===== config.mk =====
export PLATFORM = sky130hd
export DESIGN_NAME = pcds_outq
export DESIGN_NICKNAME = d
export VERILOG_FILES = /design/src/hdl/pcds_pkg.sv /design/src/hdl/pcds_outq.sv
export SDC_FILE = /design/constraint.sdc
export NUM_CORES = 1
export LEC_CHECK = 0
export BUFFER_PORTS_ARGS = -buffer_cell sky130_fd_sc_hd__buf_2
export CAP_MARGIN = 20
export CORE_MARGIN = 1
export CORE_UTILIZATION = 30
export CTS_CLUSTER_SIZE = 40
export DETAILED_ROUTE_END_ITERATION = 12
export GPL_ROUTABILITY_DRIVEN = 0
export SYNTH_ARGS = -nofsm -noshare
export SYNTH_HDL_FRONTEND = slang
export SYNTH_SLANG_ARGS = --single-unit
export TNS_END_PERCENT = 10

===== constraint.sdc =====
create_clock -name clk -period 4.2 [get_ports clk]
set_input_delay 0.21 -clock clk [delete_from_list [all_inputs] [get_ports clk]]
set_output_delay 0.21 -clock clk [all_outputs]
set_load 0.01 [all_outputs]

===== src/hdl/pcds_pkg.sv =====
`default_nettype none

package pcds_pkg;

    localparam int CoordWidth = 32;
    localparam int DevWidth   = 32;
    localparam int DiffWidth  = CoordWidth + 1;
    localparam int OpWidth    = CoordWidth + 4;
    localparam int ProdWidth  = 2 * OpWidth;
    localparam int AccWidth   = ProdWidth + 2;
    localparam int RemWidth   = OpWidth + 2;
    localparam int ShortLoop  = 3;
    localparam int InDepth    = 2;
    localparam int OutDepth   = 2;

    typedef logic signed [CoordWidth-1:0] coord_t;
    typedef logic signed [DiffWidth-1:0]  diff_t;
    typedef logic signed [AccWidth-1:0]   acc_t;

    typedef struct packed {
        coord_t point_x;
        coord_t point_y;
        logic   loop_end;
    } point_t;

    typedef struct packed {
        coord_t out_x;
        coord_t out_y;
        logic   run_last;
        logic   loop_done;
    } result_t;

    typedef enum logic [1:0] {
        KIND_FIRST,
        KIND_SECOND,
        KIND_KEEP,
        KIND_JUDGE
    } kind_t;

    typedef struct packed {
        point_t pt;
        kind_t  kind;
    } work_t;

    typedef enum logic [1:0] {
        OP_MUL,
        OP_DIV,
        OP_SQRT
    } arith_op_t;

    typedef struct packed {
        logic      start;
        arith_op_t op;
    } arith_ctl_t;

    typedef struct packed {
        logic busy;
        logic done;
    } arith_stat_t;

    typedef enum logic [4:0] {
        ST_IDLE,
        ST_MUL_DX,
        ST_MUL_DY,
        ST_SQRT,
        ST_MUL_P1,
        ST_MUL_P2,
        ST_DIV_DEV,
        ST_MUL_P3,
        ST_MUL_P4,
        ST_DIV_CM,
        ST_MUL_OX,
        ST_DIV_OX,
        ST_MUL_OY,
        ST_DIV_OY,
        ST_EMIT_A,
        ST_EMIT_B,
        ST_DONE
    } back_state_t;

    function automatic logic [OpWidth-1:0] mag_diff(input diff_t v);
        logic [DiffWidth-1:0] u;
        u = v[DiffWidth-1] ? -v : v;
        return OpWidth'(u);
    endfunction

    function automatic logic [ProdWidth-1:0] mag_acc(input acc_t v);
        logic [AccWidth-1:0] u;
        u = v[AccWidth-1] ? -v : v;
        return u[ProdWidth-1:0];
    endfunction

    function automatic coord_t sat_coord(input acc_t v);
        acc_t hi;
        acc_t lo;
        hi = {{(AccWidth-CoordWidth+1){1'b0}}, {(CoordWidth-1){1'b1}}};
        lo = ~hi;
        if (v > hi)
        begin
            return hi[CoordWidth-1:0];
        end
        else if (v < lo)
        begin
            return lo[CoordWidth-1:0];
        end
        return v[CoordWidth-1:0];
    endfunction

endpackage

`default_nettype wire


===== src/hdl/pcds_outq.sv =====
`default_nettype none

module pcds_outq #(
    parameter int DEPTH = pcds_pkg::OutDepth
) (
    input  logic              clk,
    input  logic              rst_n,
    input  logic              push,
    output logic              full,
    input  pcds_pkg::result_t item,
    input  logic              pop,
    output logic              empty,
    output pcds_pkg::result_t result
);
    import pcds_pkg::*;

    localparam int IdxW = (DEPTH > 1) ? $clog2(DEPTH) : 1;
    localparam int CntW = $clog2(DEPTH + 1);

    result_t          mem [DEPTH];
    logic [IdxW-1:0]  wr_ptr_reg, wr_ptr_next;
    logic [IdxW-1:0]  rd_ptr_reg, rd_ptr_next;
    logic [CntW-1:0]  cnt_reg, cnt_next;
    logic             wr;
    logic             rd;

    assign full   = (cnt_reg == CntW'(DEPTH));
    assign empty  = (cnt_reg == '0);
    assign result = mem[rd_ptr_reg];
    assign wr     = push && !full;
    assign rd     = pop && !empty;

    always_comb
    begin
        wr_ptr_next = wr_ptr_reg;
        rd_ptr_next = rd_ptr_reg;
        if (wr)
        begin
            wr_ptr_next = (wr_ptr_reg == IdxW'(DEPTH - 1)) ? '0 : wr_ptr_reg + 1'b1;
        end
        if (rd)
        begin
            rd_ptr_next = (rd_ptr_reg == IdxW'(DEPTH - 1)) ? '0 : rd_ptr_reg + 1'b1;
        end
        cnt_next = cnt_reg + CntW'(wr) - CntW'(rd);
    end

    always_ff @(posedge clk)
    begin
        if (wr)
        begin
            mem[wr_ptr_reg] <= item;
        end
    end

    always_ff @(posedge clk or negedge rst_n)
    begin
        if (!rst_n)
        begin
            wr_ptr_reg <= '0;
            rd_ptr_reg <= '0;
            cnt_reg    <= '0;
        end
        else
        begin
            wr_ptr_reg <= wr_ptr_next;
            rd_ptr_reg <= rd_ptr_next;
            cnt_reg    <= cnt_next;
        end
    end

endmodule

`default_nettype wire


==> results.yml <==
status:
  outcome: "finished clean"
grt:
  grt_max_degree: 68
  grt_usage: 0.112
  antenna_found_initial: 0
  grt_remaining_overflow: 0
  grt_first_pass_wirelength_um: 14600
  grt_pass1_vias: 2988
floorplanning:
  die_y_um: 132
  die_area_um2: 17400
  dieWidth_um: 132
  coreArea_um2: 16500
  start_util: 0.307
  num_rows: 47
  io-pin-count: 138
worst_setup_path:
  cp_max_fo: 48
  arrival_ps: 1970
  endpoint_kind: "output pin"
  start_kind: "flip-flop"
  reg2regPathDepth: 2
  crit_required_ps: 3990
  critPathKind: "reg -> out"
clock_network:
  ctsRootBufferMaster: "clkbuf_16"
  cts_htree_levels: 4
  cts_resized: 0
  hold_buffers: 67
  cts_buffer_depth: 2
  cts_tree: "done"
  clk_latency_ps: 410
  path_clk_slew_ps: 60
  cts.sink_count: 136
  cts_buffers: 17
  post_cts_buffers: 0
finish:
  layout.nets: 514
  post-route-util: 0.443
  syn_to_final_growth_pct: 44.4
  diodes: 0
  drive_gt1_frac: 0.521
  largest_register_ffs: 132
timing:
  grt_setup_unrepaired: "false"
  slew_headroom: 0.367
  worstMarginPinSlew_ps: 950
  clock_skew_ps: 5.00
  drv_slew: 0
  setup_ws_ps: 2020
  tns_ps: 0
  period_needed_ps: 2180
  fin_crit_sh: 0.518
  setup-violations-final: 0
  finalHoldViolations: 0
  max_freq_mhz: 460
  whs_ps: 136
yosys:
  ys_seq_area_frac: 0.801
  synth_warnings: 0
  ys_ff_latch: 136
  syn-instance-count: 223
  synth_top_family_by_area: "multiplexers"
  syn_area_um2: 5070
  synthAdderAreaFrac: 0.00493
  synth_compound_area_frac: 0
  synth_simple_gate_area_frac: 0.00592
  synthXorXnorAreaFrac: 0.00691
  syn_area_per_cell_um2: 22.8
  synth_fp_nets: 295
  synth.mux.area_fraction: 0.169
  synth.distinct_cells: 16
drt:
  drt_wl_total_um: 9280
  drtPass1Iterations: 4
  initialDrtViolationCount: 97
  vias_per_cell: 4.16
  wl_per_cell_um: 13.7
  vias: 2811
  drc: 0
  antenna_left: 0
power:
  power_leakage_nw: 2.85
  power.density_nw_per_um2: 662
  irDropWorstVdd_mv: 0.362
  power_w: 0.00485
placement:
  portBuffers: 137
  dpl_worst_slack_ps: 1940
  hpwl_um: 5530
job:
  drv_cap: 0
min_path:
  min_path_type: "in -> async"
==> synth_stat cells (all sizes together) <==
master / n / area, um^2
dfrtp: 4 / 100
xnor2: 3 / 26.3
ha: 2 / 25.0
buf: 7 / 56.3
xor2: 1 / 8.76
inv: 2 / 7.51
edfxtp: 132 / 3960
nor2b: 1 / 6.26
and3: 1 / 6.26
mux2: 66 / 856
nand2: 1 / 3.75
nor2: 2 / 7.51
nand2b: 1 / 6.26
==> worst max-delay path, stage by stage (launching register included) <==
cell and delay [ps]:
dfrtp_4 640, buf_16 320, mux2_2 400, buf_2 140
==> layout make-up <==
cell class | instances | area, um^2
inverters | 2 | 7.51
well taps | 220 | 275
clock buffers | 18 | 429
flip-flops and latches | 136 | 4070
multi-input cells | 78 | 958
clock inverters | 14 | 158
fillers | 1455 | 9200
repair buffers | 207 | 1430
==> through the flow <==
| stage | cell area [um^2] | cells |
|---|---|---|
| 2_1_floorplan | 5070 | 223 |
| 3_3_place_gp | 6010 | 574 |
| 3_5_place_dp | 6010 | 574 |
| 4_1_cts | 7270 | 673 |
| 5_1_grt | 7330 | 675 |
| 6_report | 7330 | 675 |
==> final timing paths <==
path                                         from                     end  slack [ps]
hold reg to reg              cnt_reg[1]$_DFF_PN0_    cnt_reg[1]$_DFF_PN0_         520
hold / removal                              rst_n    cnt_reg[0]$_DFF_PN0_         140
setup / recovery           rd_ptr_reg$_DFFE_PN0P_              result[65]        2020
max in group asynchronous                   rst_n  rd_ptr_reg$_DFFE_PN0P_        3930
min in group clk                             push  wr_ptr_reg$_DFFE_PN0P_         180
setup reg to reg             cnt_reg[1]$_DFF_PN0_    mem[1][26]$_DFFE_PP_        2400
==> routing by layer <==
layer  vias to the layer above  track usage  share of wire
met5                         -            0              0
met4                         0       0.0620          0.019
met3                        15       0.0423          0.056
met2                        99        0.186           0.49
met1                      1374        0.125           0.43
li1                       1323            -              -
==> cell families after synthesis <==
family / count (synthesis)
flops: 136
mux: 66
buf+inv: 9
simple gates: 6
xor+xnor: 4
fa+ha+maj: 2
==> placed cells by master, fill, tap and decap left out, drive strengths merged <==
master	count
buf	140
edfxtp	132
dlygate4sd3	67
mux2	66
clkbuf	18
clkinv	9
dfrtp	4
xnor2	3
bufinv	3
inv	2
ha	2
clkinvlp	2
nor2	2
nor2b	1
nand2b	1
nand2	1
and3	1
xor2	1
==> power by group <==
part           internal, W  switching (W)  total, W
Clock             0.000925       0.000531   0.00146
Sequential         0.00186       0.000119   0.00198
Combinational     0.000726       0.000690   0.00142
Power figures use the tool's default switching activity.
