[config.mk]
export PLATFORM = sky130hd
export DESIGN_NAME = pcds_arith
export DESIGN_NICKNAME = d
export VERILOG_FILES = /design/src/hdl/pcds_pkg.sv /design/src/hdl/pcds_arith.sv
export SDC_FILE = /design/constraint.sdc
export NUM_CORES = 1
export LEC_CHECK = 0
export BUFFER_PORTS_ARGS = -buffer_cell sky130_fd_sc_hd__buf_2
export CAP_MARGIN = 10
export CORE_ASPECT_RATIO = 0.7
export CORE_MARGIN = 1
export CORE_UTILIZATION = 30
export CTS_CLUSTER_DIAMETER = 60
export DETAILED_ROUTE_END_ITERATION = 7
export SLEW_MARGIN = 20
export SYNTH_ARGS = -nofsm -noshare
export SYNTH_HDL_FRONTEND = slang
export SYNTH_SLANG_ARGS = --single-unit
[constraint.sdc]
create_clock -name clk -period 4.8 [get_ports clk]
set_input_delay 0.96 -clock clk [delete_from_list [all_inputs] [get_ports clk]]
set_output_delay 0.96 -clock clk [all_outputs]
set_load 0.05 [all_outputs]
[src/hdl/pcds_pkg.sv]
`default_nettype none

package pcds_pkg;

    localparam int CoordWidth = 32;
    localparam int DevWidth   = 32;
    localparam int DiffWidth  = CoordWidth + 1;
    localparam int OpWidth    = CoordWidth + 4;
    localparam int ProdWidth  = 2 * OpWidth;
    localparam int AccWidth   = ProdWidth + 2;
    localparam int RemWidth   = OpWidth + 2;
    localparam int ShortLoop  = 3;
    localparam int InDepth    = 2;
    localparam int OutDepth   = 2;

    typedef logic signed [CoordWidth-1:0] coord_t;
    typedef logic signed [DiffWidth-1:0]  diff_t;
    typedef logic signed [AccWidth-1:0]   acc_t;

    typedef struct packed {
        coord_t point_x;
        coord_t point_y;
        logic   loop_end;
    } point_t;

    typedef struct packed {
        coord_t out_x;
        coord_t out_y;
        logic   run_last;
        logic   loop_done;
    } result_t;

    typedef enum logic [1:0] {
        KIND_FIRST,
        KIND_SECOND,
        KIND_KEEP,
        KIND_JUDGE
    } kind_t;

    typedef struct packed {
        point_t pt;
        kind_t  kind;
    } work_t;

    typedef enum logic [1:0] {
        OP_MUL,
        OP_DIV,
        OP_SQRT
    } arith_op_t;

    typedef struct packed {
        logic      start;
        arith_op_t op;
    } arith_ctl_t;

    typedef struct packed {
        logic busy;
        logic done;
    } arith_stat_t;

    typedef enum logic [4:0] {
        ST_IDLE,
        ST_MUL_DX,
        ST_MUL_DY,
        ST_SQRT,
        ST_MUL_P1,
        ST_MUL_P2,
        ST_DIV_DEV,
        ST_MUL_P3,
        ST_MUL_P4,
        ST_DIV_CM,
        ST_MUL_OX,
        ST_DIV_OX,
        ST_MUL_OY,
        ST_DIV_OY,
        ST_EMIT_A,
        ST_EMIT_B,
        ST_DONE
    } back_state_t;

    function automatic logic [OpWidth-1:0] mag_diff(input diff_t v);
        logic [DiffWidth-1:0] u;
        u = v[DiffWidth-1] ? -v : v;
        return OpWidth'(u);
    endfunction

    function automatic logic [ProdWidth-1:0] mag_acc(input acc_t v);
        logic [AccWidth-1:0] u;
        u = v[AccWidth-1] ? -v : v;
        return u[ProdWidth-1:0];
    endfunction

    function automatic coord_t sat_coord(input acc_t v);
        acc_t hi;
        acc_t lo;
        hi = {{(AccWidth-CoordWidth+1){1'b0}}, {(CoordWidth-1){1'b1}}};
        lo = ~hi;
        if (v > hi)
        begin
            return hi[CoordWidth-1:0];
        end
        else if (v < lo)
        begin
            return lo[CoordWidth-1:0];
        end
        return v[CoordWidth-1:0];
    endfunction

endpackage

`default_nettype wire

[src/hdl/pcds_arith.sv]
`default_nettype none

module pcds_arith (
    input  logic                              clk,
    input  logic                              rst_n,
    input  pcds_pkg::arith_ctl_t              ctl,
    input  logic [pcds_pkg::ProdWidth-1:0]    opa,
    input  logic [pcds_pkg::OpWidth-1:0]      opb,
    output pcds_pkg::arith_stat_t             stat,
    output logic [pcds_pkg::ProdWidth-1:0]    res
);
    import pcds_pkg::*;

    localparam int CntW = $clog2(ProdWidth + 1);

    logic                 busy_reg, busy_next;
    logic                 done_reg, done_next;
    arith_op_t            op_reg, op_next;
    logic [CntW-1:0]      cnt_reg, cnt_next;
    logic [ProdWidth-1:0] acc_reg, acc_next;
    logic [ProdWidth-1:0] shf_reg, shf_next;
    logic [RemWidth-1:0]  rem_reg, rem_next;
    logic [OpWidth-1:0]   b_reg, b_next;

    logic [ProdWidth-1:0] mul_sum;
    logic [OpWidth:0]     div_sh;
    logic                 div_ge;
    logic [OpWidth:0]     div_diff;
    logic [RemWidth+1:0]  sq_sh;
    logic [RemWidth+1:0]  sq_trial;
    logic                 sq_ge;
    logic [RemWidth+1:0]  sq_diff;

    assign mul_sum  = acc_reg + (b_reg[0] ? shf_reg : '0);
    assign div_sh   = {rem_reg[OpWidth-1:0], shf_reg[ProdWidth-1]};
    assign div_ge   = (div_sh >= {1'b0, b_reg});
    assign div_diff = div_sh - {1'b0, b_reg};
    // Digit-by-digit square root: the root grows one bit per step in acc.
    assign sq_sh    = {rem_reg, shf_reg[ProdWidth-1 -: 2]};
    assign sq_trial = {2'b00, acc_reg[OpWidth-1:0], 2'b01};
    assign sq_ge    = (sq_sh >= sq_trial);
    assign sq_diff  = sq_sh - sq_trial;

    assign stat.busy = busy_reg;
    assign stat.done = done_reg;
    assign res       = (op_reg == OP_DIV) ? shf_reg : acc_reg;

    always_comb
    begin
        busy_next = busy_reg;
        done_next = 1'b0;
        op_next   = op_reg;
        cnt_next  = cnt_reg;
        acc_next  = acc_reg;
        shf_next  = shf_reg;
        rem_next  = rem_reg;
        b_next    = b_reg;
        if (!busy_reg && ctl.start)
        begin
            busy_next = 1'b1;
            op_next   = ctl.op;
            acc_next  = '0;
            shf_next  = opa;
            rem_next  = '0;
            b_next    = opb;
            cnt_next  = (ctl.op == OP_DIV) ? CntW'(ProdWidth) : CntW'(OpWidth);
        end
        else if (busy_reg)
        begin
            unique case (op_reg)
                OP_MUL:
                begin
                    acc_next = mul_sum;
                    shf_next = {shf_reg[ProdWidth-2:0], 1'b0};
                    b_next   = {1'b0, b_reg[OpWidth-1:1]};
                end
                OP_DIV:
                begin
                    rem_next = RemWidth'(div_ge ? div_diff : div_sh);
                    shf_next = {shf_reg[ProdWidth-2:0], div_ge};
                end
                OP_SQRT:
                begin
                    rem_next = sq_ge ? sq_diff[RemWidth-1:0] : sq_sh[RemWidth-1:0];
                    acc_next = {acc_reg[ProdWidth-2:0], sq_ge};
                    shf_next = {shf_reg[ProdWidth-3:0], 2'b00};
                end
                default:
                begin
                    busy_next = 1'b0;
                end
            endcase
            cnt_next = cnt_reg - 1'b1;
            if (cnt_reg == CntW'(1))
            begin
                busy_next = 1'b0;
                done_next = 1'b1;
            end
        end
    end

    always_ff @(posedge clk)
    begin
        acc_reg <= acc_next;
        shf_reg <= shf_next;
        rem_reg <= rem_next;
        b_reg   <= b_next;
    end

    always_ff @(posedge clk or negedge rst_n)
    begin
        if (!rst_n)
        begin
            busy_reg <= 1'b0;
            done_reg <= 1'b0;
            op_reg   <= OP_MUL;
            cnt_reg  <= '0;
        end
        else
        begin
            busy_reg <= busy_next;
            done_reg <= done_next;
            op_reg   <= op_next;
            cnt_reg  <= cnt_next;
        end
    end

endmodule

`default_nettype wire

==> impl_metrics.ini <==
[outcome]
status = complete, no violations

[hold_path]
hold_path_class = primary input to asynchronous set/reset pin

[critical_path]
rr_worst_depth = 14
critPathRequiredTime_ps = 5290
timing.rr.start = b_reg[0]
r2r_end = acc_reg[37]
setup.worst_path.start = b_reg[0]
crit_path_end_kind = register
crit_arrival_ps = 4520
start_kind = register
criticalPathCategory = register to register
cp_max_fo = 39
ff2ff_setup_slack_ps = 770

[sta]
max_freq_mhz = 248
hold_slack_ps = 228
min_period_over_period_pct = 84.0
setup_viol_count_final = 0
final.setup_skew_ps = 18.2
min_period_ps = 4030
fin_tns_setup_ps = 0
rsz0062_at_grt = false
slew_headroom_pct = 32.1
finalHoldViolCount = 0
worst_pin_slew_ps = 1010
slew_viol_final = 0

[clock_tree]
cts_root_buf = clkbuf_16
cts_resized = 0
cts_hold_buf = 0
postCtsSetupBuffers = 0
clkSlewWorstSetupHoldPaths_ps = 60
cts_sinks = 229
cts_tree = built
clock_path_buffers = 3
cts_max_level = 1
numCtsBuffers = 30
clkLatencyLatePin_ps = 610

[logic_synthesis]
ys_seq_area_share_pct = 27.4
synth_edf_count = 108
synth_top_family_by_area = compound AO/OA/AOI/OAI gates
yosys.area_share.simple_pct = 19.8
synth_warnings = 0
synth_ff_type = dfxtp_1
ys_types = 82
synth_compound_area_share_pct = 29.1
async_flop_share_pct = 4.80
synth_area_leader_cell = edfxtp_1
synth.avg_cell_area_sq_um = 7.74
muxShareOfSynthArea_pct = 3.65
synth.area.top_cells = edfxtp_1, dfxtp_1, ha_1
synth_top_area_share_pct = 15.5
synth_xor_xnor_area_share_pct = 5.15
synth_nets = 2968
synth_adder_area_share_pct = 9.29
syn-cell-area_sq_um = 20900
ys_ff_latch = 229
synth_cells = 2701

[detailed_routing]
routed_wl_um = 71700
routedWlPerCell_um = 19.5
route.vias.total = 20600
first_pass_iters = 7
drc = 0
ant_nets = 0
drt_first_iter_violations = 1822
viasPerCell = 5.58

[global_route]
grt_pass1_wl_um = 111000
grt_max_degree = 195
grt_usage_pct = 19.6
grt_pass1_vias = 19000
grt_overflow = 0
antenna_found_initial = 5

[floorplanning]
start_util_pct = 30.5
rows = 80
fp.dieH_um = 223
ios = 187
core_sq_um = 68600
die_area_sq_um = 70800
die_w_um = 318

[placement]
dpl.hpwl_um = 54700
gp_congestion = 0.954
port_buffers = 186

[job]
maxCapViolCount = 0

[finish]
fillers = 7309
finish.net_count = 3028
final_util_pct = 34.4
n_antenna_cell = 0
drive_gt1_share_pct = 12.1
areaGrowthSynthToFinish_pct = 12.7
-- worst max-delay path, stage by stage (launching register included) --
cell and delay (ps):
edfxtp_1 420, buf_4 270, and2_1 220, ha_1 330
o21ai_0 150, o31ai_1 590, a2111oi_0 220, buf_4 190
nor2_1 210, a21oi_1 170, o21ai_0 460, a21oi_1 230
o21ai_0 240, xnor2_1 150, a21oi_1 80
-- placed cells by master, fill, tap and decap left out, types with 37 or more instances in the layout --
| cell | n |
|---|---|
| mux2_2 | 42 |
| nor3_1 | 37 |
| a221oi_1 | 75 |
| a21o_1 | 59 |
| nand4_1 | 54 |
| a211oi_1 | 57 |
| edfxtp_1 | 108 |
| nor2_1 | 285 |
| ha_1 | 150 |
| a21oi_1 | 225 |
| nand2_1 | 256 |
| inv_1 | 113 |
| dfxtp_1 | 110 |
| xor2_1 | 48 |
| xnor2_1 | 75 |
| nand3_1 | 47 |
| and2_1 | 80 |
| buf_2 | 186 |
| o211ai_1 | 45 |
| o21ai_0 | 242 |
-- Yosys cell counts (54+ instances only) --
cell type  instances
ha_1             152
dfxtp_1          110
nand4_1           54
and2_1            81
a211oi_1          57
inv_1            114
clkbuf_1         165
a221oi_1          75
a21oi_1          226
nor2_1           287
o21ai_0          242
nand2_1          256
edfxtp_1         108
a21o_1            59
xnor2_1           75
-- cell type report --
class / instances / area [sq um] / area share, %
clock buffers: 43 / 851 / 3.61
clock inverters: 13 / 128 / 0.542
inverters: 114 / 428 / 1.82
multi-input cells: 2170 / 14100 / 59.9
flip-flops and latches: 229 / 5720 / 24.3
well taps: 902 / 1130 / 4.79
repair buffers: 216 / 1190 / 5.07
-- routing by layer --
metal / vias up / GRT usage (%) / routed length [um]
met1: 9788 / 30.9 / 37600
li1: 10100 / - / -
met2: 607 / 26.5 / 27300
met4: 8 / 3.45 / 1150
met5: - / 1.28 / 172
met3: 64 / 4.42 / 5500
-- worst max path at each step --
stage,to,slack (ps),depth (start not counted)
final,acc_reg[37],770,14
after global routing,acc_reg[68],410,13
after CTS,acc_reg[59],820,13
after detailed placement,acc_reg[59],830,13
after global placement,acc_reg[59],940,13
after floorplan,shf_reg[0],240,2
-- stage by stage --
stage,instance area [sq um],setup slack (ps),std cells
3_3_place_gp,22600,940,3631
5_1_grt,23600,413,3687
3_5_place_dp,22600,826,3631
6_report,23600,766,3687
4_1_cts,23600,822,3687
2_1_floorplan,20900,241,2701
-- cell families (layout without fill, tap and decap cells) --
| kind of cell | count (synthesis) | count (layout) |
|---|---|---|
| compound gates | 935 | 935 |
| simple gates | 887 | 887 |
| buf+inv | 302 | 386 |
| flops | 229 | 229 |
| fa+ha+maj | 154 | 154 |
| xor+xnor | 123 | 123 |
| mux | 71 | 71 |
Power is not shown: default switching activity piles up to over one toggle a cycle in this logic, so the estimate is an artifact.
