File: config.mk
export PLATFORM = sky130hd
export DESIGN_NAME = pcds_front
export DESIGN_NICKNAME = d
export VERILOG_FILES = /design/src/hdl/pcds_pkg.sv /design/src/hdl/pcds_front.sv
export SDC_FILE = /design/constraint.sdc
export NUM_CORES = 1
export LEC_CHECK = 0
export ABC_CLOCK_PERIOD_IN_PS = 5200
export BUFFER_PORTS_ARGS = -buffer_cell sky130_fd_sc_hd__buf_2
export CORE_ASPECT_RATIO = 1.5
export CORE_MARGIN = 5
export CORE_UTILIZATION = 40
export CTS_CLUSTER_DIAMETER = 100
export CTS_CLUSTER_SIZE = 40
export DETAILED_ROUTE_END_ITERATION = 8
export PLACE_DENSITY_LB_ADDON = 0.1
export SLEW_MARGIN = 15
export SYNTH_ARGS = -nofsm -noshare
export SYNTH_HDL_FRONTEND = slang
export SYNTH_SLANG_ARGS = --single-unit
File: constraint.sdc
create_clock -name clk -period 5.2 [get_ports clk]
set_clock_uncertainty 0.15 [all_clocks]
set_input_delay 0.26 -clock clk [delete_from_list [all_inputs] [get_ports clk]]
set_output_delay 0.26 -clock clk [all_outputs]
set_load 0.05 [all_outputs]
File: src/hdl/pcds_pkg.sv
`default_nettype none

package pcds_pkg;

    localparam int CoordWidth = 32;
    localparam int DevWidth   = 32;
    localparam int DiffWidth  = CoordWidth + 1;
    localparam int OpWidth    = CoordWidth + 4;
    localparam int ProdWidth  = 2 * OpWidth;
    localparam int AccWidth   = ProdWidth + 2;
    localparam int RemWidth   = OpWidth + 2;
    localparam int ShortLoop  = 3;
    localparam int InDepth    = 2;
    localparam int OutDepth   = 2;

    typedef logic signed [CoordWidth-1:0] coord_t;
    typedef logic signed [DiffWidth-1:0]  diff_t;
    typedef logic signed [AccWidth-1:0]   acc_t;

    typedef struct packed {
        coord_t point_x;
        coord_t point_y;
        logic   loop_end;
    } point_t;

    typedef struct packed {
        coord_t out_x;
        coord_t out_y;
        logic   run_last;
        logic   loop_done;
    } result_t;

    typedef enum logic [1:0] {
        KIND_FIRST,
        KIND_SECOND,
        KIND_KEEP,
        KIND_JUDGE
    } kind_t;

    typedef struct packed {
        point_t pt;
        kind_t  kind;
    } work_t;

    typedef enum logic [1:0] {
        OP_MUL,
        OP_DIV,
        OP_SQRT
    } arith_op_t;

    typedef struct packed {
        logic      start;
        arith_op_t op;
    } arith_ctl_t;

    typedef struct packed {
        logic busy;
        logic done;
    } arith_stat_t;

    typedef enum logic [4:0] {
        ST_IDLE,
        ST_MUL_DX,
        ST_MUL_DY,
        ST_SQRT,
        ST_MUL_P1,
        ST_MUL_P2,
        ST_DIV_DEV,
        ST_MUL_P3,
        ST_MUL_P4,
        ST_DIV_CM,
        ST_MUL_OX,
        ST_DIV_OX,
        ST_MUL_OY,
        ST_DIV_OY,
        ST_EMIT_A,
        ST_EMIT_B,
        ST_DONE
    } back_state_t;

    function automatic logic [OpWidth-1:0] mag_diff(input diff_t v);
        logic [DiffWidth-1:0] u;
        u = v[DiffWidth-1] ? -v : v;
        return OpWidth'(u);
    endfunction

    function automatic logic [ProdWidth-1:0] mag_acc(input acc_t v);
        logic [AccWidth-1:0] u;
        u = v[AccWidth-1] ? -v : v;
        return u[ProdWidth-1:0];
    endfunction

    function automatic coord_t sat_coord(input acc_t v);
        acc_t hi;
        acc_t lo;
        hi = {{(AccWidth-CoordWidth+1){1'b0}}, {(CoordWidth-1){1'b1}}};
        lo = ~hi;
        if (v > hi)
        begin
            return hi[CoordWidth-1:0];
        end
        else if (v < lo)
        begin
            return lo[CoordWidth-1:0];
        end
        return v[CoordWidth-1:0];
    endfunction

endpackage

`default_nettype wire

File: src/hdl/pcds_front.sv
`default_nettype none

module pcds_front #(
    parameter int DEPTH = pcds_pkg::InDepth
) (
    input  logic             clk,
    input  logic             rst_n,
    input  logic             push,
    output logic             full,
    input  pcds_pkg::point_t point,
    input  logic [31:0]      coarseness,
    output logic             work_valid,
    output pcds_pkg::work_t  work,
    input  logic             deq
);
    import pcds_pkg::*;

    localparam int IdxW = (DEPTH > 1) ? $clog2(DEPTH) : 1;
    localparam int CntW = $clog2(DEPTH + 1);

    work_t            mem [DEPTH];
    logic [IdxW-1:0]  wr_ptr_reg, wr_ptr_next;
    logic [IdxW-1:0]  rd_ptr_reg, rd_ptr_next;
    logic [CntW-1:0]  cnt_reg, cnt_next;
    logic [1:0]       seen_reg, seen_next;
    kind_t            kind;
    logic             accept;
    logic             take;

    assign full       = (cnt_reg == CntW'(DEPTH));
    assign work_valid = (cnt_reg != '0);
    assign work       = mem[rd_ptr_reg];
    assign accept     = push && !full;
    assign take       = deq && work_valid;

    // Short loops and a zero budget keep every point without any arithmetic.
    always_comb
    begin
        priority if (seen_reg == 2'd0)
        begin
            kind = KIND_FIRST;
        end
        else if (seen_reg == 2'd1)
        begin
            kind = KIND_SECOND;
        end
        else if ((({1'b0, seen_reg} + 3'd1 <= 3'(ShortLoop)) && point.loop_end)
                 || (coarseness == '0))
        begin
            kind = KIND_KEEP;
        end
        else
        begin
            kind = KIND_JUDGE;
        end
    end

    always_comb
    begin
        wr_ptr_next = wr_ptr_reg;
        rd_ptr_next = rd_ptr_reg;
        seen_next   = seen_reg;
        if (accept)
        begin
            wr_ptr_next = (wr_ptr_reg == IdxW'(DEPTH - 1)) ? '0 : wr_ptr_reg + 1'b1;
            if (point.loop_end)
            begin
                seen_next = 2'd0;
            end
            else if (seen_reg != 2'd3)
            begin
                seen_next = seen_reg + 2'd1;
            end
        end
        if (take)
        begin
            rd_ptr_next = (rd_ptr_reg == IdxW'(DEPTH - 1)) ? '0 : rd_ptr_reg + 1'b1;
        end
        cnt_next = cnt_reg + CntW'(accept) - CntW'(take);
    end

    always_ff @(posedge clk)
    begin
        if (accept)
        begin
            mem[wr_ptr_reg] <= '{pt: point, kind: kind};
        end
    end

    always_ff @(posedge clk or negedge rst_n)
    begin
        if (!rst_n)
        begin
            wr_ptr_reg <= '0;
            rd_ptr_reg <= '0;
            cnt_reg    <= '0;
            seen_reg   <= '0;
        end
        else
        begin
            wr_ptr_reg <= wr_ptr_next;
            rd_ptr_reg <= rd_ptr_next;
            cnt_reg    <= cnt_next;
            seen_reg   <= seen_next;
        end
    end

endmodule

`default_nettype wire

==> tab_implementation.tex, run 1 <==
\begin{tabular}{lr}
\hline
Metric & Value \\
\hline
\multicolumn{2}{l}{\textbf{Placement}} \\
\quad Estimated wirelength of the detail-placed design & 6890 um \\
\quad Worst-case setup slack after placement & 2.61 ns \\
\quad Count of input and output buffers & 169 \\
\quad RePlAce Congestion & $\sim$0.74 \\
\quad Area post-placement & approximately 6400 sq um \\
\quad Cell total after placement & 581 \\
\multicolumn{2}{l}{\textbf{Routing}} \\
\quad Drt drc & 0 \\
\quad Drt wl/cell & roughly 16 um \\
\quad Initial drt markers & $\sim$110 \\
\quad Detailed Route WL & $\sim$11000 um \\
\quad Number of antenna-violating nets in the routed design & 0 \\
\quad Overall via count from detail\_route & 3138 \\
\quad Number of iterations in the first detailed-routing pass & 3 \\
\quad Mean number of vias per cell & 4.62 \\
\multicolumn{2}{l}{\textbf{Power}} \\
\quad NetSw & approximately 1.9 mW \\
\quad Reg power frac & 0.367 \\
\quad Post-layout power & 4.77 mW \\
\quad Proportion of power drawn by the clock network & 0.251 \\
\quad Switching Fraction & 0.394 \\
\quad Internal Dissipation & 2.89 mW \\
\quad Part of the total power dissipated in combinational logic & 0.382 \\
\quad Leakage component of the power & 3.01 nW \\
\quad Power per cell area & 626 nW/um\^{}2 \\
\quad Peak VDD IR & about 0.00038 V \\
\multicolumn{2}{l}{\textbf{Clock tree}} \\
\quad CTS buffer count & 17 \\
\quad CTS Sinks & 140 \\
\quad Clock tree from TritonCTS & done \\
\quad Clock transition at the registers of the reported paths & 0.06 ns \\
\quad Clock network latency to the later pin of the worst-skew pair & 0.40 ns \\
\quad Deepest level of the CTS H-tree & 4 \\
\quad Clock root cell & sky130\_fd\_sc\_hd\_\_clkbuf\_16 \\
\quad Post-CTS Setup Bufs & 0 \\
\quad Buffers from clock root to sink, at most & 2 \\
\multicolumn{2}{l}{\textbf{Layout}} \\
\quad Filler cell count & 1073 \\
\quad Flip-flop count of the largest register, all copies and words added & between 100 and 150 \\
\quad Most common cell after layout, fill and taps aside & sky130\_fd\_sc\_hd\_\_buf\_2 \\
\quad Cell Count, Final, Fillers Out & 679 \\
\quad Post-route cell area & 7630 sq um \\
\quad Final core occ & 0.572 \\
\quad Fraction of final layout cells with drive strength greater than 1 & 0.528 \\
\quad Total number of nets in the final design & slightly above 600 \\
\quad Final antenna diode count & 0 \\
\quad Most frequent cells in the layout & sky130\_fd\_sc\_hd\_\_buf\_2, sky130\_fd\_sc\_hd\_\_edfxtp\_1, sky130\_fd\_sc\_hd\_\_dlygate4sd3\_1 \\
\quad Area of the multi-input gates & 1120 sq um \\
\quad Combined flip-flop and latch cell area & around 4200 sq um \\
\quad Layout-stage area growth over the synthesis result & 42.0\% \\
\multicolumn{2}{l}{\textbf{Worst setup path}} \\
\quad R2R cell count & 4 \\
\quad Sort of element at the start of the critical path & flop \\
\quad Worst Setup Path Type & flop to output pin \\
\quad Required time worst endpoint & between 4 and 5 ns \\
\quad Reg-to-reg endpoint & mem[0][0] \\
\quad End of the critical path & work[64] \\
\quad Critical register-to-register path startpoint & cnt\_reg[1] \\
\quad Worst Path Arrival & 2.20 ns \\
\quad Critical path fanouts, max & 68 \\
\quad Setup slack, reg-to-reg & $\sim$2.7 ns \\
\quad Worst setup EP type & output pin \\
\quad Source of the critical timing path & rd\_ptr\_reg \\
\multicolumn{2}{l}{\textbf{Timing}} \\
\quad Worst slew margin & 0.298 \\
\quad Worst path setup slack after routing & around 2.6 ns \\
\quad Period Utilization, post-route & 0.502 \\
\quad Setup repair after global routing missed its margin & no \\
\quad Number of endpoints failing setup at the final stage & 0 \\
\quad Total negative slack for setup checks & 0 ns \\
\quad Final worst path period need & 2.61 ns \\
\quad Hold Violations, Final & 0 \\
\quad Hold Worst Slack & 0.0287 ns \\
\quad Max Clock Freq & approximately 380 MHz \\
\quad Number of pins with negative max-slew slack in the final report & 0 \\
\quad Transition at the pin with the smallest max-transition slack & 1.05 ns \\
\multicolumn{2}{l}{\textbf{Yosys}} \\
\quad Cells after synthesis & 257 \\
\quad Flip-flop and latch count after synthesis & 140 \\
\quad Total standard cell area after synthesis & around 5400 sq um \\
\quad Share of the synthesized area in the top cell type & 0.749 \\
\quad Warning count from the yosys run & 0 \\
\quad Number of nets in the synthesized netlist & 364 \\
\quad Cell type with the largest total area after synthesis & sky130\_fd\_sc\_hd\_\_edfxtp\_1 \\
\quad Largest cells by area after synthesis & sky130\_fd\_sc\_hd\_\_edfxtp\_1, sky130\_fd\_sc\_hd\_\_mux2\_2, sky130\_fd\_sc\_hd\_\_mux2\_4 \\
\quad Register area share after synthesis & 0.777 \\
\quad Mean instance size in the synthesized netlist & between 20 and 25 sq um \\
\quad Count of distinct cell types in the synthesized netlist & 24 \\
\multicolumn{2}{l}{\textbf{Floorplan}} \\
\quad Area inside the core boundary & 13300 sq um \\
\quad Initial Util & 0.403 \\
\quad I/O pin total & 170 \\
\quad Horizontal die dimension & 105 um \\
\quad Height of the die & 152 um \\
\quad DIE AREA & 15900 sq um \\
\quad Row Count & 52 \\
\multicolumn{2}{l}{\textbf{Global routing}} \\
\quad Total global routing track utilization & 0.138 \\
\quad Largest net degree at the start of global routing & 69 \\
\quad Total congestion overflow & 0 \\
\quad Vias in the first global route & approximately 3.6k \\
\quad Wire length of the first global-routing pass & 17300 um \\
\quad Number of antenna violations at the first check in global routing & 0 \\
\multicolumn{2}{l}{\textbf{Status}} \\
\quad Status & completed \\
\multicolumn{2}{l}{\textbf{Min path}} \\
\quad Type of the worst min-delay path & input pin to flop \\
\multicolumn{2}{l}{\textbf{Run}} \\
\quad Number of max-cap violations & 0 \\
\hline
\end{tabular}
per-layer routing:
layer  part of all wire  routed length (um)  vias to the layer above  GRT usage
met2               0.56                6120                      105      0.257
met3              0.062                 679                       10     0.0539
li1                   -                   -                     1508          -
met4              0.015                 160                        0     0.0494
met1               0.36                3940                     1515      0.138
met5                  0                   0                        -          0
power groups by stage:
| stage | combinational [mW] | clock, mW | sequential, mW |
|---|---|---|---|
| 5_1_grt | 1.93 | 1.28 | 1.78 |
| 6_report | 1.82 | 1.20 | 1.75 |
| 3_3_place_gp | 1.81 | 0 | 1.77 |
| 3_5_place_dp | 1.82 | 0 | 1.78 |
| 2_1_floorplan | 1.57 | 0 | 1.65 |
| 4_1_cts | 1.86 | 1.23 | 1.76 |
worst min-delay path by stage:
stage,from,cells after the start,slack [ns],endpoint
finish,deq,3,0.03,rd_ptr_reg
CTS,deq,3,0.009,rd_ptr_reg
detailed placement,rst_n,1,-0.05,cnt_reg[0]
global placement,rst_n,1,-0.06,cnt_reg[0]
global route,deq,3,0.03,rd_ptr_reg
floorplan,rst_n,0,-0.19,cnt_reg[0]
critical path, cell delays in order, from the launching register on:
cell,delay [ns]
sky130_fd_sc_hd__dfrtp_4,1.13
sky130_fd_sc_hd__mux2_2,0.44
sky130_fd_sc_hd__buf_2,0.22
final cells by class:
cell class	instances	share of cell area
Multi-Input combinational cell	104	0.147
Timing Repair Buffer	236	0.198
Inverter	5	0.00246
Tap cell	162	0.0266
Sequential cell	140	0.548
Clock buffer	17	0.0558
Clock inverter	15	0.0225
cells in the mapped netlist (all sizes together):
cell / instances
edfxtp: 134
and2: 1
ha: 6
nor2: 2
nor2b: 1
dfrtp: 6
nand2b: 1
buf: 8
and3: 1
mux2: 68
o221ai: 1
nand4: 2
nor4: 8
o21ai: 3
nand2: 3
or2: 1
xor2: 1
a32oi: 1
xnor2: 3
inv: 5
nand3: 1
logic make-up (layout without fill, tap and decap cells):
kind of cell,count (synthesis),after routing,synth area share
AO/OA/AOI/OAI,5,5,0.00606
XOR/XNOR,4,4,0.00652
adder cells (fa/ha/maj),6,6,0.0140
buffers and inverters,13,273,0.0170
flip-flops,140,140,0.777
multiplexers,68,68,0.157
AND/OR/NAND/NOR,21,21,0.0228
timing repair:
action,CTS,global route
resized for setup,0,0
endpoints found under the hold margin,138,0
hold buffers,66,0
No activity file was read; power rests on OpenSTA's default activity.
==> run 2, diff against run 1 <==
Settings changed: ABC_CLOCK_PERIOD_IN_PS 5200 to 2200.
Clock period 5.2 ns to 2.2 ns, I/O delays scaled along.
==> tab_implementation.tex, run 2 (same netlist as run 1, synthesis figures left out) <==
\begin{tabular}{lr}
\hline
Metric & Value \\
\hline
\multicolumn{2}{l}{\textbf{Status}} \\
\quad Status & completed (unchanged) \\
\multicolumn{2}{l}{\textbf{Routing}} \\
\quad Drt wl/cell & 16.2 um (was 16.0 um) \\
\quad Drt drc & 0 (unchanged) \\
\quad Number of antenna-violating nets in the routed design & 0 (unchanged) \\
\quad Mean number of vias per cell & 4.64 (was 4.62) \\
\quad Initial drt markers & 74 (was 107) \\
\quad Number of iterations in the first detailed-routing pass & 4 (was 3) \\
\quad Overall via count from detail\_route & 3214 (was 3138) \\
\quad Detailed Route WL & 11200 um (was 10900 um) \\
\multicolumn{2}{l}{\textbf{Worst setup path}} \\
\quad Buf+Inv Stages, Crit Path & 2 (was 1) \\
\quad Worst Setup Path Type & flop to output pin (unchanged) \\
\quad Crit path cell chain & buf\_4 -> mux2\_2 -> buf\_2 (was mux2\_2 -> buf\_2) \\
\quad Critical path fanouts, max & 12 (was 68) \\
\quad Required time worst endpoint & 1.94 ns (was 4.79 ns) \\
\quad Worst Path Arrival & 1.77 ns (was 2.20 ns) \\
\quad Slowest Stage Delay on Critical Path & 0.56 ns (was 1.13 ns) \\
\quad Setup slack, reg-to-reg & 0.24 ns (was 2.69 ns) \\
\quad Family with the most delay on the worst path & flip-flops (unchanged) \\
\quad Sort of element at the start of the critical path & flop (unchanged) \\
\quad Max stage delay cell, worst path & sky130\_fd\_sc\_hd\_\_dfrtp\_4 (unchanged) \\
\quad Worst setup EP type & output pin (unchanged) \\
\multicolumn{2}{l}{\textbf{Global routing}} \\
\quad Largest net degree at the start of global routing & 38 (was 69) \\
\quad Vias in the first global route & 3564 (was 3561) \\
\quad Total global routing track utilization & 0.143 (was 0.138) \\
\quad Number of antenna violations at the first check in global routing & 0 (unchanged) \\
\quad Wire length of the first global-routing pass & 17800 um (was 17300 um) \\
\quad Total congestion overflow & 0 (unchanged) \\
\multicolumn{2}{l}{\textbf{Min path}} \\
\quad Type of the worst min-delay path & input pin to flop (unchanged) \\
\multicolumn{2}{l}{\textbf{Clock tree}} \\
\quad Buffers from clock root to sink, at most & 2 (unchanged) \\
\quad Deepest level of the CTS H-tree & 4 (unchanged) \\
\quad Quantity of gates resized following cts & 0 (unchanged) \\
\quad Clock transition at the registers of the reported paths & 0.06 ns (about the same) \\
\quad Clock network latency to the later pin of the worst-skew pair & 0.40 ns (about the same) \\
\quad Clock root cell & sky130\_fd\_sc\_hd\_\_clkbuf\_16 (unchanged) \\
\quad CTS Sinks & 140 (unchanged) \\
\quad CTS buffer count & 17 (unchanged) \\
\quad Clock tree from TritonCTS & done (unchanged) \\
\multicolumn{2}{l}{\textbf{Layout}} \\
\quad Layout-stage area growth over the synthesis result & 45.1\% (was 42.0\%) \\
\quad Total number of nets in the final design & 624 (was 611) \\
\quad Combined flip-flop and latch cell area & 4180 sq um (unchanged) \\
\quad Most common cell after layout, fill and taps aside & sky130\_fd\_sc\_hd\_\_buf\_2 (unchanged) \\
\quad Most frequent cells in the layout & sky130\_fd\_sc\_hd\_\_buf\_2, sky130\_fd\_sc\_hd\_\_edfxtp\_1, sky130\_fd\_sc\_hd\_\_dlygate4sd3\_1 (unchanged) \\
\quad Final antenna diode count & 0 (unchanged) \\
\quad Flip-flop count of the largest register, all copies and words added & 134 (unchanged) \\
\quad Fraction of final layout cells with drive strength greater than 1 & 0.542 (was 0.528) \\
\quad Filler cell count & 1064 (was 1073) \\
\quad Post-route cell area & 7790 sq um (was 7630 sq um) \\
\quad Area of the multi-input gates & 1120 sq um (about the same) \\
\multicolumn{2}{l}{\textbf{Timing}} \\
\quad Max Clock Freq & 492 MHz \\
\quad Transition at the pin with the smallest max-transition slack & 0.374 ns (was 1.05 ns) \\
\quad Number of endpoints failing setup at the final stage & 0 (unchanged) \\
\quad Number of pins with negative max-slew slack in the final report & 0 (unchanged) \\
\quad Hold Violations, Final & 0 (unchanged) \\
\quad Period Utilization, post-route & 0.924 \\
\quad Total negative slack for setup checks & 0 ns (unchanged) \\
\quad Setup repair after global routing missed its margin & no (unchanged) \\
\quad Worst slew margin & 0.750 (was 0.298) \\
\quad Final worst path period need & a little over 2 ns \\
\multicolumn{2}{l}{\textbf{Power}} \\
\quad Peak VDD IR & 0.000665 V (was 0.000379 V) \\
\quad Leakage component of the power & 3.11 nW (was 3.01 nW) \\
\quad Post-layout power & 11.5 mW (was 4.77 mW) \\
\quad Power per cell area & 1470 nW/um\^{}2 (was 626 nW/um\^{}2) \\
\multicolumn{2}{l}{\textbf{Floorplan}} \\
\quad I/O pin total & 170 (unchanged) \\
\quad Height of the die & 152 um (unchanged) \\
\quad Initial Util & 0.403 (unchanged) \\
\quad Row Count & 52 (unchanged) \\
\quad DIE AREA & 15900 sq um (unchanged) \\
\quad Horizontal die dimension & 105 um (unchanged) \\
\quad Area inside the core boundary & 13300 sq um (unchanged) \\
\multicolumn{2}{l}{\textbf{Placement}} \\
\quad RePlAce Congestion & 0.725 (was 0.743) \\
\quad Estimated wirelength of the detail-placed design & 7490 um (was 6890 um) \\
\quad Count of input and output buffers & 169 (unchanged) \\
\quad Area post-placement & 6500 sq um (was 6370 sq um) \\
\multicolumn{2}{l}{\textbf{Run}} \\
\quad Number of max-cap violations & 0 (unchanged) \\
\hline
\end{tabular}
-- run 2: cell types whose count changed in the layout (fill, tap and decap cells not counted), moves of 2 or more --
cell,previous run,this run
sky130_fd_sc_hd__buf_4,1,5
sky130_fd_sc_hd__clkinv_1,3,0
sky130_fd_sc_hd__dlygate4sd3_1,66,69
sky130_fd_sc_hd__buf_12,0,5
sky130_fd_sc_hd__clkinv_2,1,3
sky130_fd_sc_hd__clkinvlp_4,4,1
sky130_fd_sc_hd__clkinv_4,2,4
sky130_fd_sc_hd__inv_6,2,4
-- run 2: power by group --
group / switching (mW) / internal (mW) / leakage, nW
Sequential: 0.229 / 3.68 / 1.32
Combinational: 3.23 / 1.55 / 1.50
Clock: 1.11 / 1.69 / 0.290
-- run 2: final timing paths --
kind                                start         end  cells after the start
setup / recovery               rd_ptr_reg     work[0]                      3
hold / removal             coarseness[22]   mem[0][0]                      5
setup reg to reg               cnt_reg[1]  cnt_reg[1]                      7
hold reg to reg                cnt_reg[0]  cnt_reg[0]                      1
max in group asynchronous           rst_n  rd_ptr_reg                      3
min in group asynchronous           rst_n  cnt_reg[0]                      3
-- run 2: cell type report --
cell class | count | area share
inverter | 5 | 0.00241
sequential | 140 | 0.536
timing repair buffer | 249 | 0.216
clock buffer | 17 | 0.0546
clock inverter | 15 | 0.0210
tap | 162 | 0.0260
multi-input combinational | 104 | 0.144
-- run 2: per-layer routing --
layer,vias up,global-route usage,part of all wire
met5,-,0,0
met4,0,0.0530,0.010
li1,1544,-,-
met3,7,0.0501,0.061
met2,104,0.263,0.56
met1,1559,0.147,0.37
-- run 2: worst reg2reg max path: cells and delay by family (launching register included) --
family        cells  cell delay [ns]
buf+inv           1             0.04
flops             1             0.41
xor+xnor          2             0.34
fa+ha+maj         2             0.44
simple gates      2             0.49
-- run 2: through the flow --
stage               worst slack, ns   util  cells  hold slack [ns]
detailed placement            0.279  0.488    590           -0.199
finish                        0.166  0.584    692            0.113
floorplan                    0.0124      -    257           -0.336
global route                 0.0900  0.584    692            0.159
global placement              0.344  0.488    590           -0.210
CTS                           0.112  0.584    692            0.102
-- run 2: repair_timing --
action,CTS,global route
setup buffers,1,0
hold buffers,69,0
setup endpoints to repair,1,0
hold endpoints to repair,140,0
==> run 3, diff against run 2 <==
Settings changed: ABC_AREA from default to 1, GPL_TIMING_DRIVEN from default to 0.
==> tab_implementation.tex, run 3 <==
\begin{tabular}{lr}
\hline
Metric & Value \\
\hline
\multicolumn{2}{l}{\textbf{Placement}} \\
\quad Estimated wirelength of the detail-placed design & 8280 um (was 7490 um) \\
\quad RePlAce Congestion & 0.747 (was 0.725) \\
\quad Count of input and output buffers & 169 (unchanged) \\
\quad Area post-placement & 6530 sq um (was 6500 sq um) \\
\multicolumn{2}{l}{\textbf{Power}} \\
\quad Part of the total power dissipated in combinational logic & 0.451 (was 0.416) \\
\quad Power per cell area & 1510 nW/um\^{}2 (was 1470 nW/um\^{}2) \\
\quad NetSw & 5.29 mW (was 4.57 mW) \\
\quad Peak VDD IR & 0.000849 V (was 0.000665 V) \\
\quad Proportion of power drawn by the clock network & 0.223 (was 0.244) \\
\quad Internal Dissipation & 6.46 mW (was 6.92 mW) \\
\quad Leakage component of the power & 3.42 nW (was 3.11 nW) \\
\quad Post-layout power & 11.7 mW (was 11.5 mW) \\
\quad Switching Fraction & 0.450 (was 0.398) \\
\quad Reg power frac & 0.326 (was 0.340) \\
\multicolumn{2}{l}{\textbf{Routing}} \\
\quad Detailed Route WL & 12000 um (was 11200 um) \\
\quad Drt drc & 0 (unchanged) \\
\quad Number of antenna-violating nets in the routed design & 0 (unchanged) \\
\quad Initial drt markers & 123 (was 74) \\
\quad Overall via count from detail\_route & 3843 (was 3214) \\
\quad Number of iterations in the first detailed-routing pass & 4 (unchanged) \\
\quad Max Used Layer & met4 (unchanged) \\
\quad Drt wl/cell & 13.9 um (was 16.2 um) \\
\quad Wire length on met3 & 809 um (was 687 um) \\
\quad Mean number of vias per cell & 4.48 (was 4.64) \\
\quad WL met2 & 6400 um (was 6240 um) \\
\quad Wl on met1 & 4520 um (was 4130 um) \\
\multicolumn{2}{l}{\textbf{Worst setup path}} \\
\quad Critical path fanouts, max & 10 (was 12) \\
\quad Sort of element at the start of the critical path & flop (unchanged) \\
\quad Required time worst endpoint & 1.94 ns (about the same) \\
\quad Source of the critical timing path & rd\_ptr\_reg (unchanged) \\
\quad Worst setup EP type & output pin (unchanged) \\
\quad Worst Setup Path Type & flop to output pin (unchanged) \\
\quad Critical register-to-register path startpoint & cnt\_reg[1] (unchanged) \\
\quad Worst Path Arrival & 1.66 ns (was 1.77 ns) \\
\multicolumn{2}{l}{\textbf{Run}} \\
\quad Number of max-cap violations & 0 (unchanged) \\
\multicolumn{2}{l}{\textbf{Global routing}} \\
\quad Total congestion overflow & 0 (unchanged) \\
\quad Total global routing track utilization & 0.153 (was 0.143) \\
\quad Number of antenna violations at the first check in global routing & 0 (unchanged) \\
\quad Wire length of the first global-routing pass & 19500 um (was 17800 um) \\
\quad Largest net degree at the start of global routing & 27 (was 38) \\
\quad Vias in the first global route & 4063 (was 3564) \\
\multicolumn{2}{l}{\textbf{Clock tree}} \\
\quad Clock root cell & sky130\_fd\_sc\_hd\_\_clkbuf\_16 (unchanged) \\
\quad CTS Sinks & 140 (unchanged) \\
\quad CTS buffer count & 17 (unchanged) \\
\quad Buffers from clock root to sink, at most & 2 (unchanged) \\
\quad Clock network latency to the later pin of the worst-skew pair & 0.41 ns (was 0.40 ns) \\
\quad Quantity of gates resized following cts & 0 (unchanged) \\
\quad Clock transition at the registers of the reported paths & 0.06 ns (about the same) \\
\quad Deepest level of the CTS H-tree & 4 (unchanged) \\
\quad Clock tree from TritonCTS & done (unchanged) \\
\multicolumn{2}{l}{\textbf{Yosys}} \\
\quad Most numerous cell in the Yosys netlist & sky130\_fd\_sc\_hd\_\_nand2\_1 (was sky130\_fd\_sc\_hd\_\_edfxtp\_1) \\
\quad Mean instance size in the synthesized netlist & 12.8 sq um (was 20.9 sq um) \\
\quad Cell type with the largest total area after synthesis & sky130\_fd\_sc\_hd\_\_edfxtp\_1 (unchanged) \\
\quad Warning count from the yosys run & 0 (unchanged) \\
\quad Cells after synthesis & 421 (was 257) \\
\quad Count of distinct cell types in the synthesized netlist & 18 (was 24) \\
\quad Total standard cell area after synthesis & 5380 sq um (was 5370 sq um) \\
\quad Most frequent cells after synthesis & sky130\_fd\_sc\_hd\_\_nand2\_1, sky130\_fd\_sc\_hd\_\_edfxtp\_1, sky130\_fd\_sc\_hd\_\_nor2\_1, sky130\_fd\_sc\_hd\_\_buf\_2 (was sky130\_fd\_sc\_hd\_\_edfxtp\_1, sky130\_fd\_sc\_hd\_\_mux2\_2, sky130\_fd\_sc\_hd\_\_mux2\_4, sky130\_fd\_sc\_hd\_\_nor4\_1) \\
\quad Flip-flop and latch count after synthesis & 140 (unchanged) \\
\quad Number of nets in the synthesized netlist & 528 (was 364) \\
\quad Number of flops mapped to enable cells by yosys & 134 (unchanged) \\
\quad Proportion of register bits with asynchronous set or reset after synthesis & 0.0429 (unchanged) \\
\quad Most used DFF post-synth & sky130\_fd\_sc\_hd\_\_edfxtp\_1 (unchanged) \\
\quad Register area share after synthesis & 0.775 (was 0.777) \\
\quad Share of the synthesized area in the top cell type & 0.747 (was 0.749) \\
\quad Largest cells by area after synthesis & sky130\_fd\_sc\_hd\_\_edfxtp\_1, sky130\_fd\_sc\_hd\_\_nand2\_1, sky130\_fd\_sc\_hd\_\_dfrtp\_1 (was sky130\_fd\_sc\_hd\_\_edfxtp\_1, sky130\_fd\_sc\_hd\_\_mux2\_2, sky130\_fd\_sc\_hd\_\_mux2\_4) \\
\multicolumn{2}{l}{\textbf{Timing}} \\
\quad Worst slew margin & 0.520 (was 0.750) \\
\quad Setup repair after global routing missed its margin & no (unchanged) \\
\quad Number of endpoints failing setup at the final stage & 0 (unchanged) \\
\quad Transition at the pin with the smallest max-transition slack & 0.718 ns (was 0.374 ns) \\
\quad Final worst path period need & 1.92 ns (was 2.03 ns) \\
\quad Number of pins with negative max-slew slack in the final report & 0 (unchanged) \\
\quad Total negative slack for setup checks & 0 ns (unchanged) \\
\quad Max Clock Freq & 520 MHz (was 492 MHz) \\
\quad Hold Violations, Final & 0 (unchanged) \\
\quad Period Utilization, post-route & 0.875 (was 0.924) \\
\multicolumn{2}{l}{\textbf{Floorplan}} \\
\quad I/O pin total & 170 (unchanged) \\
\quad DIE AREA & 15900 sq um (about the same) \\
\quad Height of the die & 152 um (about the same) \\
\quad Initial Util & 0.404 (was 0.403) \\
\quad Row Count & 52 (unchanged) \\
\quad Horizontal die dimension & 105 um (about the same) \\
\quad Area inside the core boundary & 13300 sq um (unchanged) \\
\multicolumn{2}{l}{\textbf{Min path}} \\
\quad Type of the worst min-delay path & input pin to flop (unchanged) \\
\quad Worst min-delay path startpoint & coarseness[15] (was coarseness[22]) \\
\multicolumn{2}{l}{\textbf{Layout}} \\
\quad Final core occ & 0.582 (was 0.584) \\
\quad Flip-flop count of the largest register, all copies and words added & 134 (unchanged) \\
\quad Layout-stage area growth over the synthesis result & 44.2\% (was 45.1\%) \\
\quad Most common cell after layout, fill and taps aside & sky130\_fd\_sc\_hd\_\_nand2\_1 (was sky130\_fd\_sc\_hd\_\_buf\_2) \\
\quad Total number of nets in the final design & 789 (was 624) \\
\quad Fraction of final layout cells with drive strength greater than 1 & 0.321 (was 0.542) \\
\quad Most frequent cells in the layout & sky130\_fd\_sc\_hd\_\_nand2\_1, sky130\_fd\_sc\_hd\_\_buf\_2, sky130\_fd\_sc\_hd\_\_edfxtp\_1 (was sky130\_fd\_sc\_hd\_\_buf\_2, sky130\_fd\_sc\_hd\_\_edfxtp\_1, sky130\_fd\_sc\_hd\_\_dlygate4sd3\_1) \\
\quad Post-route cell area & 7770 sq um (was 7790 sq um) \\
\quad Filler cell count & 1111 (was 1064) \\
\quad Area of the multi-input gates & 1080 sq um (was 1120 sq um) \\
\quad Combined flip-flop and latch cell area & 4170 sq um (was 4180 sq um) \\
\quad Final antenna diode count & 0 (unchanged) \\
\multicolumn{2}{l}{\textbf{Status}} \\
\quad Status & completed (unchanged) \\
\hline
\end{tabular}
run 3: worst max-delay path, cell delays in order, from the launching register on:
cell and delay [ns]:
sky130_fd_sc_hd__dfrtp_1 0.35, sky130_fd_sc_hd__buf_4 0.15, sky130_fd_sc_hd__inv_4 0.07, sky130_fd_sc_hd__buf_6 0.15
sky130_fd_sc_hd__buf_6 0.15, sky130_fd_sc_hd__nand2_1 0.05, sky130_fd_sc_hd__nand2_1 0.07, sky130_fd_sc_hd__buf_2 0.26
run 3: through the flow:
stage | instances | setup WS (ns) | hold WS, ns
after global routing | 857 | 0.143 | 0.137
after CTS | 857 | 0.216 | 0.0488
after detailed placement | 756 | 0.291 | -0.203
after global placement | 752 | -1.75 | -0.207
final | 857 | 0.275 | 0.0664
after floorplan | 421 | -0.651 | -0.336
run 3: power groups by stage:
stage / combinational [mW] / clock, mW / sequential [mW]
global route: 5.71 / 2.80 / 3.88
global placement: 5.12 / 0 / 3.93
detailed placement: 5.31 / 0 / 3.89
floorplan: 3.88 / 0 / 3.89
CTS: 5.41 / 2.68 / 3.84
finish: 5.30 / 2.62 / 3.83
run 3: layer usage:
metal  vias to the layer above  track usage
met5                         -            0
met4                         0       0.0555
met3                        15       0.0488
met2                       126        0.272
met1                      1770        0.169
li1                       1932            -
run 3: cell families (layout without fill, tap and decap cells):
logic type	Yosys count	in the layout	share of synthesized area
AOI/OAI and AO/OA	5	5	0.00744
xor gates and xnor gates	4	4	0.00651
adders and majority gates	6	6	0.0139
buffers and inverters	23	297	0.0265
DFF	140	140	0.775
and+or+nand+nor	243	243	0.170
run 3: final timing paths:
kind	slack [ns]	depth (start not counted)	endpoint
max	0.28	7	work[32]
max reg2reg	0.30	4	mem[0][13]
min	0.07	7	mem[1][0]
max in group asynchronous	1.19	3	rd_ptr_reg
min in group asynchronous	0.49	3	cnt_reg[1]
min reg2reg	0.43	2	cnt_reg[1]
run 3: final cells by class:
class,instances,share of cell area
Buffer,15,0.0142
Timing Repair Buffer,242,0.208
Tap cell,162,0.0261
Clock buffer,17,0.0548
Multi-Input combinational cell,258,0.139
Clock inverter,15,0.0158
Sequential cell,140,0.537
Inverter,8,0.00419
run 3: timing repair:
action                                 in CTS  in global routing
endpoints found under the hold margin     140                  0
buffers inserted                            0                  0
hold buffers                               69                  0
